`config.mk`:
```
export PLATFORM = sky130hd
export DESIGN_NAME = spi_pal_cell
export DESIGN_NICKNAME = d
export VERILOG_FILES = /design/src/rtl/assert_macros.svh /design/src/rtl/spi_pkg.sv /design/src/rtl/spi_pal_cell.sv
export SDC_FILE = /design/constraint.sdc
export NUM_CORES = 1
export LEC_CHECK = 0
export ABC_AREA = 1
export BUFFER_PORTS_ARGS = -buffer_cell sky130_fd_sc_hd__buf_4
export CORE_UTILIZATION = 44
export DETAILED_ROUTE_END_ITERATION = 12
export PLACE_DENSITY = 0.84
export SYNTH_ARGS = -nofsm -noshare
export SYNTH_HDL_FRONTEND = slang
export SYNTH_SLANG_ARGS = --single-unit
```
`constraint.sdc`:
```
create_clock -name clk -period 1.69 [get_ports clk]
set_clock_uncertainty 0.05 [all_clocks]
set_input_delay 0.2535 -clock clk [delete_from_list [all_inputs] [get_ports clk]]
set_output_delay 0.2535 -clock clk [all_outputs]
set_load 0.01 [all_outputs]
```
`src/rtl/assert_macros.svh`:
```
// Assertion macros shared by the RTL; clk and rst are taken from the enclosing module.
`ifndef ASSERT_MACROS_SVH
`define ASSERT_MACROS_SVH

// Same-cycle implication, disabled while in reset.
`define SPI_ASSERT_IMPL(lbl, ante, cons, msg) \
  lbl: assert property (@(posedge clk) disable iff (rst) (ante) |-> (cons)) else $error(msg);

// Next-cycle implication, disabled while in reset.
`define SPI_ASSERT_NEXT(lbl, ante, cons, msg) \
  lbl: assert property (@(posedge clk) disable iff (rst) (ante) |=> (cons)) else $error(msg);

`endif

```
`src/rtl/spi_pkg.sv`:
```
// Constants and token types shared by the palette indexer cells and top level.
package spi_pkg;

  localparam int PAL_N  = 64;
  localparam int SPR_N  = 16;
  localparam int PAL_CW = $clog2(PAL_N + 1);
  localparam int SPR_CW = $clog2(SPR_N + 1);
  localparam int PAL_IW = (PAL_N > 1) ? $clog2(PAL_N) : 1;
  localparam int SPR_IW = (SPR_N > 1) ? $clog2(SPR_N) : 1;
  localparam int COLOR_W = 24;
  localparam int IDX_W   = 8;

  // Search word that walks down the palette chain, one cell per cycle.
  typedef struct packed {
    logic               act;
    logic [COLOR_W-1:0] color;
    logic               nsp;
    logic               hit;
    logic               added;
    logic [PAL_CW-1:0]  left;
    logic [PAL_IW-1:0]  pos;
    logic [PAL_IW-1:0]  idx;
  } pal_tok_t;

  // Search word that walks down the sprite chain.
  typedef struct packed {
    logic              act;
    logic [IDX_W-1:0]  key;
    logic              hit;
    logic              added;
    logic [SPR_CW-1:0] left;
    logic [SPR_IW-1:0] pos;
    logic [SPR_IW-1:0] idx;
  } spr_tok_t;

  typedef struct packed {
    logic [IDX_W-1:0] color_index;
    logic             palette_added;
    logic             palette_overflow;
    logic [IDX_W-1:0] sprite_slot;
    logic             sprite_added;
    logic             sprite_overflow;
  } spi_res_t;

endpackage

```
`src/rtl/spi_pal_cell.sv`:
```
// One palette cell: holds one color and compares or appends as the search word passes.
module spi_pal_cell
  import spi_pkg::*;
(
  input  logic     clk,
  input  logic     rst,
  input  pal_tok_t tin,
  output pal_tok_t tout
);

  logic [COLOR_W-1:0] entry;
  pal_tok_t           tok_next;
  logic               at_end;
  logic               wr;
  logic               match;

  always_comb begin
    at_end = (tin.left == '0);
    wr     = tin.act && !tin.hit && at_end;
    match  = tin.act && !tin.hit && !at_end && (entry == tin.color);
    tok_next = tin;
    if (wr || match) begin
      tok_next.hit   = 1'b1;
      tok_next.added = wr;
      tok_next.idx   = tin.pos;
    end
    if (!at_end) begin
      tok_next.left = tin.left - PAL_CW'(1);
    end
    tok_next.pos = tin.pos + PAL_IW'(1);
  end

  always_ff @(posedge clk) begin
    if (rst) begin
      tout <= '0;
    end else begin
      tout <= tok_next;
    end
  end

  // The first free cell takes the color when the word arrives unmatched.
  always_ff @(posedge clk) begin
    if (wr) begin
      entry <= tin.color;
    end
  end

endmodule

```
==> flow_metrics.env <==
export IMPL_ys_warn_count=0
export IMPL_firstDrtPassIters=4
export IMPL_yosysTopAreaCell="dfxtp_1"
export IMPL_die_w_um=80.6
export IMPL_cp_max_fo=7
export IMPL_grtUsageTotal_pct=18.5
export IMPL_tritoncts="built"
export IMPL_finalMaxSlewViolations=0
export IMPL_setup_viol=0
export IMPL_drtAntennaViolNets=0
export IMPL_totalWireLength_um=5760
export IMPL_grt_pass1_wl_um=8950
export IMPL_avgSynthCellArea_um2=9.00
export IMPL_status="complete, no violations"
export IMPL_fp_dieH_um=80.6
export IMPL_wl_met1_um=2440
export IMPL_core_area_um2=5960
export IMPL_hold_violations=0
export IMPL_cap_violations=0
export IMPL_fin_ws_ns=0.141
export IMPL_synth_area_leaders="dfxtp_1 35%, edfxtp_1 27%, nor2_1 8.0%"
export IMPL_arrival_ns=1.72
export IMPL_grt_pass1_vias=2112
export IMPL_fp_dieArea_um2=6500
export IMPL_relSlewSlack_pct=76.7
export IMPL_cts_sinks=71
export IMPL_critical_path_required_ns=1.87
export IMPL_synth_seq_cells=71
export IMPL_hold_path_class="in2reg"
export IMPL_cts_buffers=9
export IMPL_routedWlPerCell_um=11.8
export IMPL_met3_length_um=383
export IMPL_critical_path_startpoint_type="flop"
export IMPL_post_place_ws_ns=0.0858
export IMPL_yosysTopAreaCellShare_pct=34.6
export IMPL_first_iter_violations=54
export IMPL_gp_congestion=0.780
export IMPL_area_growth_pct=37.8
export IMPL_overflow=0
export IMPL_vias=2194
export IMPL_worst_slew_pin_slew_ns=0.349
export IMPL_htreeDepth=3
export IMPL_avgViaCountPerCell=4.51
export IMPL_finalNetCount=458
export IMPL_timing_worst_setup_path_type="reg2reg"
export IMPL_dp_cells=469
export IMPL_wl_met2_um=2820
export IMPL_start_util_pct=45.7
export IMPL_antenna_found_initial=0
export IMPL_stdcell_count=486
export IMPL_final_cell_mix="97 x buf_4, 56 x nor2_1, 56 x nand2_1, 47 x dfxtp_1, 46 x inv_1"
export IMPL_fmax_ghz=0.646
export IMPL_fp_row_count=28
export IMPL_min_period_ns=1.55
export IMPL_path_clk_slew_ns=0.08
export IMPL_setup_tns_ns=0
export IMPL_peakVddDrop_mv=0.519
export IMPL_synthCells=302
export IMPL_fill_cells=507
export IMPL_ctsRootBufferMaster="clkbuf_8"
export IMPL_cts_buffer_depth=2
export IMPL_async_flop_share_pct=0
export IMPL_drc=0
export IMPL_yosysSeqAreaShare_pct=61.1
export IMPL_n_antenna_cell=0
export IMPL_grt_max_degree=32
export IMPL_mostFrequentLayoutCell="buf_4"
export IMPL_power_mw=3.55
export IMPL_io_pins=96
export IMPL_fin_crit_sh_pct=91.7
export IMPL_ys_flop_type="dfxtp_1"
export IMPL_top_layer_used="met4"
export IMPL_drive_above_1_share_pct=32.1
export IMPL_worstSkewPairLatency_ns=0.34
export IMPL_power_density_nw_per_um2=947
export IMPL_synth_edf_count=24
export IMPL_end_kind="flop"
export IMPL_syn_num_nets=354
export IMPL_io_buffers=95
export IMPL_synth_distinct_cells=23
export IMPL_p_leak_nw=1.89
export IMPL_dp_hpwl_um=4180
export IMPL_synth_cell_area_um2=2720
==> sequential cells by signal, summed over array words and instances, names as in the netlist <==
name   flops
tout      47
entry     24
==> cells in the mapped netlist (4+ instances only) <==
library cell,number
inv_1,46
inv_2,7
xor2_1,6
xnor2_1,4
nor2_1,58
a21oi_1,12
nand2_1,56
o21ai_0,10
nand3_1,8
edfxtp_1,24
dfxtp_1,47
==> cell type report <==
class / instances / area (um2) / share of cell area [%]
clock buffer: 10 / 128 / 3.41
clock inverter: 6 / 62.6 / 1.67
inverter: 53 / 199 / 5.31
multi-input combinational: 173 / 855 / 22.8
sequential: 71 / 1660 / 44.3
tap: 75 / 93.8 / 2.50
timing repair buffer: 98 / 748 / 20.0
==> metal layers <==
metal | vias to the layer above | global-route usage (%)
met5 | - | 0
met4 | 0 | 7.86
met3 | 10 | 6.36
met2 | 78 | 31.9
met1 | 972 | 20.6
li1 | 1134 | -
==> cells by family (layout without fill, tap and decap cells) <==
logic type | after synthesis | count (layout) | synth area share (%)
AO/OA/AOI/OAI | 25 | 25 | 4.60
XOR/XNOR | 10 | 10 | 3.22
adder cells (fa/ha/maj) | 3 | 3 | 1.38
buffers and inverters | 59 | 167 | 8.74
flip-flops | 71 | 71 | 61.1
AND/OR/NAND/NOR | 134 | 135 | 20.9
==> per-stage QoR <==
step	hold slack (ns)	util (%)	area, um2
4_1_cts	0.0267	62.3	3710
2_1_floorplan	0.276	-	2720
6_report	0.0389	62.9	3750
3_3_place_gp	0.392	59.1	3520
3_5_place_dp	0.394	59.1	3520
5_1_grt	0.0165	62.9	3750
==> report_power, final <==
group	switching, mW	leakage [nW]	internal (mW)	total [mW]
logic	0.188	1.19	0.201	0.390
clock network	0.633	0.100	0.679	1.31
registers	0.0191	0.607	1.83	1.85
total	0.840	1.89	2.71	3.55
==> worst paths after layout <==
kind                            slack, ns   endpoint  startpoint  depth (start not counted)
worst max-delay path                 0.14    tout[0]    entry[5]                          8
worst min-delay path                 0.04  entry[15]     tin[37]                          1
worst max register to register       0.14    tout[0]    entry[5]                          8
worst min register to register       0.87    tout[5]   entry[14]                          6
==> critical path: stages (launching register included) <==
cell and delay [ns]:
edfxtp_1 0.39, nand2_1 0.09, o21ai_0 0.07, nor2_1 0.12, nand2_1 0.08, nor2_2 0.22, nand3_4 0.16, a21oi_1 0.17
nor2_1 0.07
==> what timing repair did <==
item,4_1_cts,5_1_grt
resized for setup,0,5
buffers inserted,0,0
hold buffers,0,0
setup endpoints to repair,0,7
Power figures use the tool's default switching activity.
