## src/rtl/assert_macros.svh

```systemverilog
// Assertion macros shared by the RTL; clk and rst are taken from the enclosing module.
`ifndef ASSERT_MACROS_SVH
`define ASSERT_MACROS_SVH

// Same-cycle implication, disabled while in reset.
`define SPI_ASSERT_IMPL(lbl, ante, cons, msg) \
  lbl: assert property (@(posedge clk) disable iff (rst) (ante) |-> (cons)) else $error(msg);

// Next-cycle implication, disabled while in reset.
`define SPI_ASSERT_NEXT(lbl, ante, cons, msg) \
  lbl: assert property (@(posedge clk) disable iff (rst) (ante) |=> (cons)) else $error(msg);

`endif

```

## src/rtl/spi_pkg.sv

```systemverilog
// Constants and token types shared by the palette indexer cells and top level.
package spi_pkg;

  localparam int PAL_N  = 64;
  localparam int SPR_N  = 16;
  localparam int PAL_CW = $clog2(PAL_N + 1);
  localparam int SPR_CW = $clog2(SPR_N + 1);
  localparam int PAL_IW = (PAL_N > 1) ? $clog2(PAL_N) : 1;
  localparam int SPR_IW = (SPR_N > 1) ? $clog2(SPR_N) : 1;
  localparam int COLOR_W = 24;
  localparam int IDX_W   = 8;

  // Search word that walks down the palette chain, one cell per cycle.
  typedef struct packed {
    logic               act;
    logic [COLOR_W-1:0] color;
    logic               nsp;
    logic               hit;
    logic               added;
    logic [PAL_CW-1:0]  left;
    logic [PAL_IW-1:0]  pos;
    logic [PAL_IW-1:0]  idx;
  } pal_tok_t;

  // Search word that walks down the sprite chain.
  typedef struct packed {
    logic              act;
    logic [IDX_W-1:0]  key;
    logic              hit;
    logic              added;
    logic [SPR_CW-1:0] left;
    logic [SPR_IW-1:0] pos;
    logic [SPR_IW-1:0] idx;
  } spr_tok_t;

  typedef struct packed {
    logic [IDX_W-1:0] color_index;
    logic             palette_added;
    logic             palette_overflow;
    logic [IDX_W-1:0] sprite_slot;
    logic             sprite_added;
    logic             sprite_overflow;
  } spi_res_t;

endpackage

```

## src/rtl/spi_spr_cell.sv

```systemverilog
// One sprite cell: holds one global index and compares or appends as the search word passes.
module spi_spr_cell
  import spi_pkg::*;
(
  input  logic     clk,
  input  logic     rst,
  input  spr_tok_t tin,
  output spr_tok_t tout
);

  logic [IDX_W-1:0] entry;
  spr_tok_t         tok_next;
  logic             at_end;
  logic             wr;
  logic             match;

  always_comb begin
    at_end = (tin.left == '0);
    wr     = tin.act && !tin.hit && at_end;
    match  = tin.act && !tin.hit && !at_end && (entry == tin.key);
    tok_next = tin;
    if (wr || match) begin
      tok_next.hit   = 1'b1;
      tok_next.added = wr;
      tok_next.idx   = tin.pos;
    end
    if (!at_end) begin
      tok_next.left = tin.left - SPR_CW'(1);
    end
    tok_next.pos = tin.pos + SPR_IW'(1);
  end

  always_ff @(posedge clk) begin
    if (rst) begin
      tout <= '0;
    end else begin
      tout <= tok_next;
    end
  end

  always_ff @(posedge clk) begin
    if (wr) begin
      entry <= tin.key;
    end
  end

endmodule
```

## config.mk

```make
export PLATFORM = sky130hd
export DESIGN_NAME = spi_spr_cell
export DESIGN_NICKNAME = d
export VERILOG_FILES = /design/src/rtl/assert_macros.svh /design/src/rtl/spi_pkg.sv /design/src/rtl/spi_spr_cell.sv
export SDC_FILE = /design/constraint.sdc
export NUM_CORES = 1
export LEC_CHECK = 0
export BUFFER_PORTS_ARGS = -buffer_cell sky130_fd_sc_hd__buf_2
export CELL_PAD_IN_SITES_DETAIL_PLACEMENT = 0
export CELL_PAD_IN_SITES_GLOBAL_PLACEMENT = 2
export CORE_MARGIN = 2
export CORE_UTILIZATION = 28
export DETAILED_ROUTE_END_ITERATION = 16
export PLACE_DENSITY = 0.78
export SLEW_MARGIN = 20
export SYNTH_ARGS = -nofsm -noshare
export SYNTH_HDL_FRONTEND = slang
export SYNTH_SLANG_ARGS = --single-unit
```

## constraint.sdc

```tcl
create_clock -name clk -period 1.6 [get_ports clk]
set_input_delay 0.08 -clock clk [delete_from_list [all_inputs] [get_ports clk]]
set_output_delay 0.08 -clock clk [all_outputs]
set_load 0.02 [all_outputs]
```

==> metrics.yaml <==
worst_setup_path:
  reg2reg_from: "entry[3]$_DFFE_PP_"
  start_kind: "input pin"
  required_ps: 1760
  critPathMaxStageDelay_ps: 530
  path_max_fanout: 4
  timing.rr.end: "tout[2]$_SDFF_PP0_"
  crit_end: "tout[2]$_SDFF_PP0_"
  crit_chain: "dlygate4sd3_1 > buf_2 > xor2_1 > o32a_2 > a32oi_1 > o311ai_1"
  worstRegToRegCells: 4
  cp-end-kind: "flop"
  r2r_setup_slack_ps: 150
  arrival_ps: 1690
  worstSetupPathType: "input pin to flop"
  worst_path_max_delay_cell: "dlygate4sd3_1"
  crit_start: "tin[18]"
logic_synthesis:
  syn_area_mm2: 0.00126
  synthXorXnorAreaFrac_pct: 8.35
  yosysWarnings: 0
  yosys.area_share.simple_pct: 20.7
  synth_fa_ha_area_share_pct: 1.99
  yosysUniqueCellTypes: 29
  muxShareOfSynthArea_pct: 0
  synth_top_family_by_area: "simple AND/OR/NAND/NOR gates"
  syn_avg_cell_area_um2: 11.4
  synth-compound-area-share_pct: 9.05
  synthesis.nets: 138
  yosysSeqAreaShare_pct: 57.3
  synthCells: 110
  ys_ff_latch: 32
die:
  fp.dieW_um: 71.0
  core_area_mm2: 0.00435
  dieArea_mm2: 0.00505
  start_util_pct: 28.9
  die_h_um: 71.0
  rows: 24
  ios: 50
global_route:
  antenna_found_initial: 0
  grt.overflow.total: 0
  grt_pass1_wl_um: 4920
  grt_pass1_vias: 1108
  grt.total_usage_pct: 12.7
  grt_max_degree: 15
flow_run:
  cap_violations: 0
power_and_ir_drop:
  p_leak_nw: 0.762
  powerDensity_mw_per_mm2: 1030
  peakVddDrop_mv: 0.382
  finalPower_mw: 1.76
detailed_routing:
  vias_per_cell: 4.74
  first_pass_iters: 4
  wire_per_inst_um: 13.1
  drc: 0
  finalWirelength_um: 2940
  dr.first_iter.drc_count: 31
  vias: 1062
  ant_nets: 0
hold_path:
  min_from: "tin[20]"
  min_path_type: "input pin to flop"
  hold_path_depth: 1
clocking:
  clkSinkCount: 32
  clk_path_buf_depth: 2
  cts_made_buffers: 5
  tritoncts: "done"
  cts.reportedPaths.clkPinSlew_ps: 60
  clkLatencyLatePin_ps: 280
  cts_max_level: 2
  cts_root_buffer: "clkbuf_8"
  cts_setup_buffers: 0
final_layout:
  final_layout_size_suffix_gt1_share_pct: 42.4
  synthToLayoutAreaGrowth_pct: 36.2
  nNetsFinal: 199
  antennaDiodeCount: 0
outcome:
  outcome: "finished, final reports clean"
timing:
  post-route-period-util_pct: 95.9
  final-max-slew-violation-count: 0
  slew_headroom_pct: 68.3
  finalWorstSetupSlack_ps: 65.4
  hold_viol: 0
  fmax_mhz: 652
  tightest_slew_ps: 471
  period_needed_ps: 1530
  setup_viol: 0
  finalSetupTns_ps: 0
  rsz0062_at_grt: "false"
  skew_ps: 1.97
placed_design:
  place_hpwl_um: 2280
  portBuffers: 49
  place_congestion: 0.701
  dpl_worst_slack_ps: 10.9
through the flow:
stage	cells	hold slack [ps]	utilization (%)	cell area [um2]
after floorplan	110	152	-	1260
after global placement	215	297	36.8	1600
after detailed placement	215	298	36.8	1600
after CTS	224	1.59	39.2	1710
after global routing	224	4.48	39.4	1710
final	224	8.39	39.4	1710
layout make-up:
class	count	area [um2]
clock buffers	6	82.6
clock inverters	2	10.0
fillers	450	2640
inverters	4	15.0
multi-input cells	71	513
flip-flops and latches	32	721
well taps	52	65.1
repair buffers	57	308
layout by cell type, fill, tap and decap left out, types with 2 or more instances in the layout:
cell,instances
nand2_1,4
edfxtp_1,8
inv_1,3
nand4_1,4
o311ai_1,4
nor2b_1,11
nor2_1,9
nand3_1,2
clkbuf_8,6
and2b_2,3
clkinv_2,2
buf_2,49
xnor2_1,3
dfxtp_1,24
a32oi_1,4
nor3_1,5
xor2_1,9
buf_4,7
ha_1,2
cells in the mapped netlist:
cell / instances / area, um2
nand3_1: 2 / 10.0
inv_1: 3 / 11.3
or4b_4: 1 / 13.8
o32a_2: 1 / 11.3
o311ai_1: 4 / 35.0
nand2_1: 4 / 15.0
nor2b_1: 11 / 68.8
nor4_1: 1 / 6.26
clkbuf_1: 2 / 7.51
ha_1: 2 / 25.0
and2_2: 1 / 7.51
nor4_2: 1 / 12.5
or2b_2: 1 / 8.76
buf_6: 1 / 11.3
xor2_1: 9 / 78.8
nand4_1: 4 / 25.0
a32oi_1: 4 / 35.0
o311a_2: 1 / 11.3
and2b_1: 1 / 7.51
xnor2_1: 3 / 26.3
nor3_1: 5 / 25.0
nor2_1: 9 / 33.8
edfxtp_1: 8 / 240
a211oi_1: 1 / 7.51
and2b_2: 3 / 26.3
dfxtp_1: 24 / 480
a22o_1: 1 / 8.76
clkinv_1: 1 / 3.75
a21oi_1: 1 / 5.00
routing by layer:
metal  part of all wire [%]  global-route usage [%]  up-vias  wire [um]
met1                     44                    14.9      498       1290
met5                      0                       0        -          0
met2                     45                    20.0       44       1330
met4                    2.1                    5.66        0         63
li1                       -                       -      513          -
met3                    8.4                    5.84        7        248
registers in the layout, indices dropped and copies added, names as in the netlist:
name   count
entry      8
tout      24
worst max-delay path: cells and delay by family:
kind / cells / cell delay (ps)
AO/OA/AOI/OAI: 3 / 770
buffers and inverters: 2 / 670
XOR/XNOR: 1 / 180
worst min path at each step:
| stage | endpoint | slack (ps) |
|---|---|---|
| 2_1_floorplan | tout[4]$_SDFF_PP0_ | 150 |
| 3_3_place_gp | entry[1]$_DFFE_PP_ | 300 |
| 3_5_place_dp | entry[3]$_DFFE_PP_ | 300 |
| 4_1_cts | tout[4]$_SDFF_PP0_ | 2 |
| 5_1_grt | entry[5]$_DFFE_PP_ | 4 |
| 6_report | entry[5]$_DFFE_PP_ | 8 |
kinds of logic (layout without fill, tap and decap cells):
| group | Yosys count | in the layout |
|---|---|---|
| simple gates | 44 | 44 |
| xor+xnor | 12 | 12 |
| fa+ha+maj | 2 | 2 |
| flops | 32 | 32 |
| compound gates | 13 | 13 |
| buf+inv | 7 | 69 |
power by group:
part / total (mW) / internal [mW] / switching, mW
clock network: 0.633 / 0.343 / 0.291
logic: 0.244 / 0.102 / 0.142
registers: 0.880 / 0.870 / 0.0107
total: 1.76 / 1.31 / 0.444
repair_timing:
item / in CTS / in global routing
endpoints found under the setup margin: 0 / 2
endpoints found under the hold margin: 1 / 0
resized for setup: 0 / 1
hold buffers: 1 / 0
No activity file was read; power rests on OpenSTA's default activity.
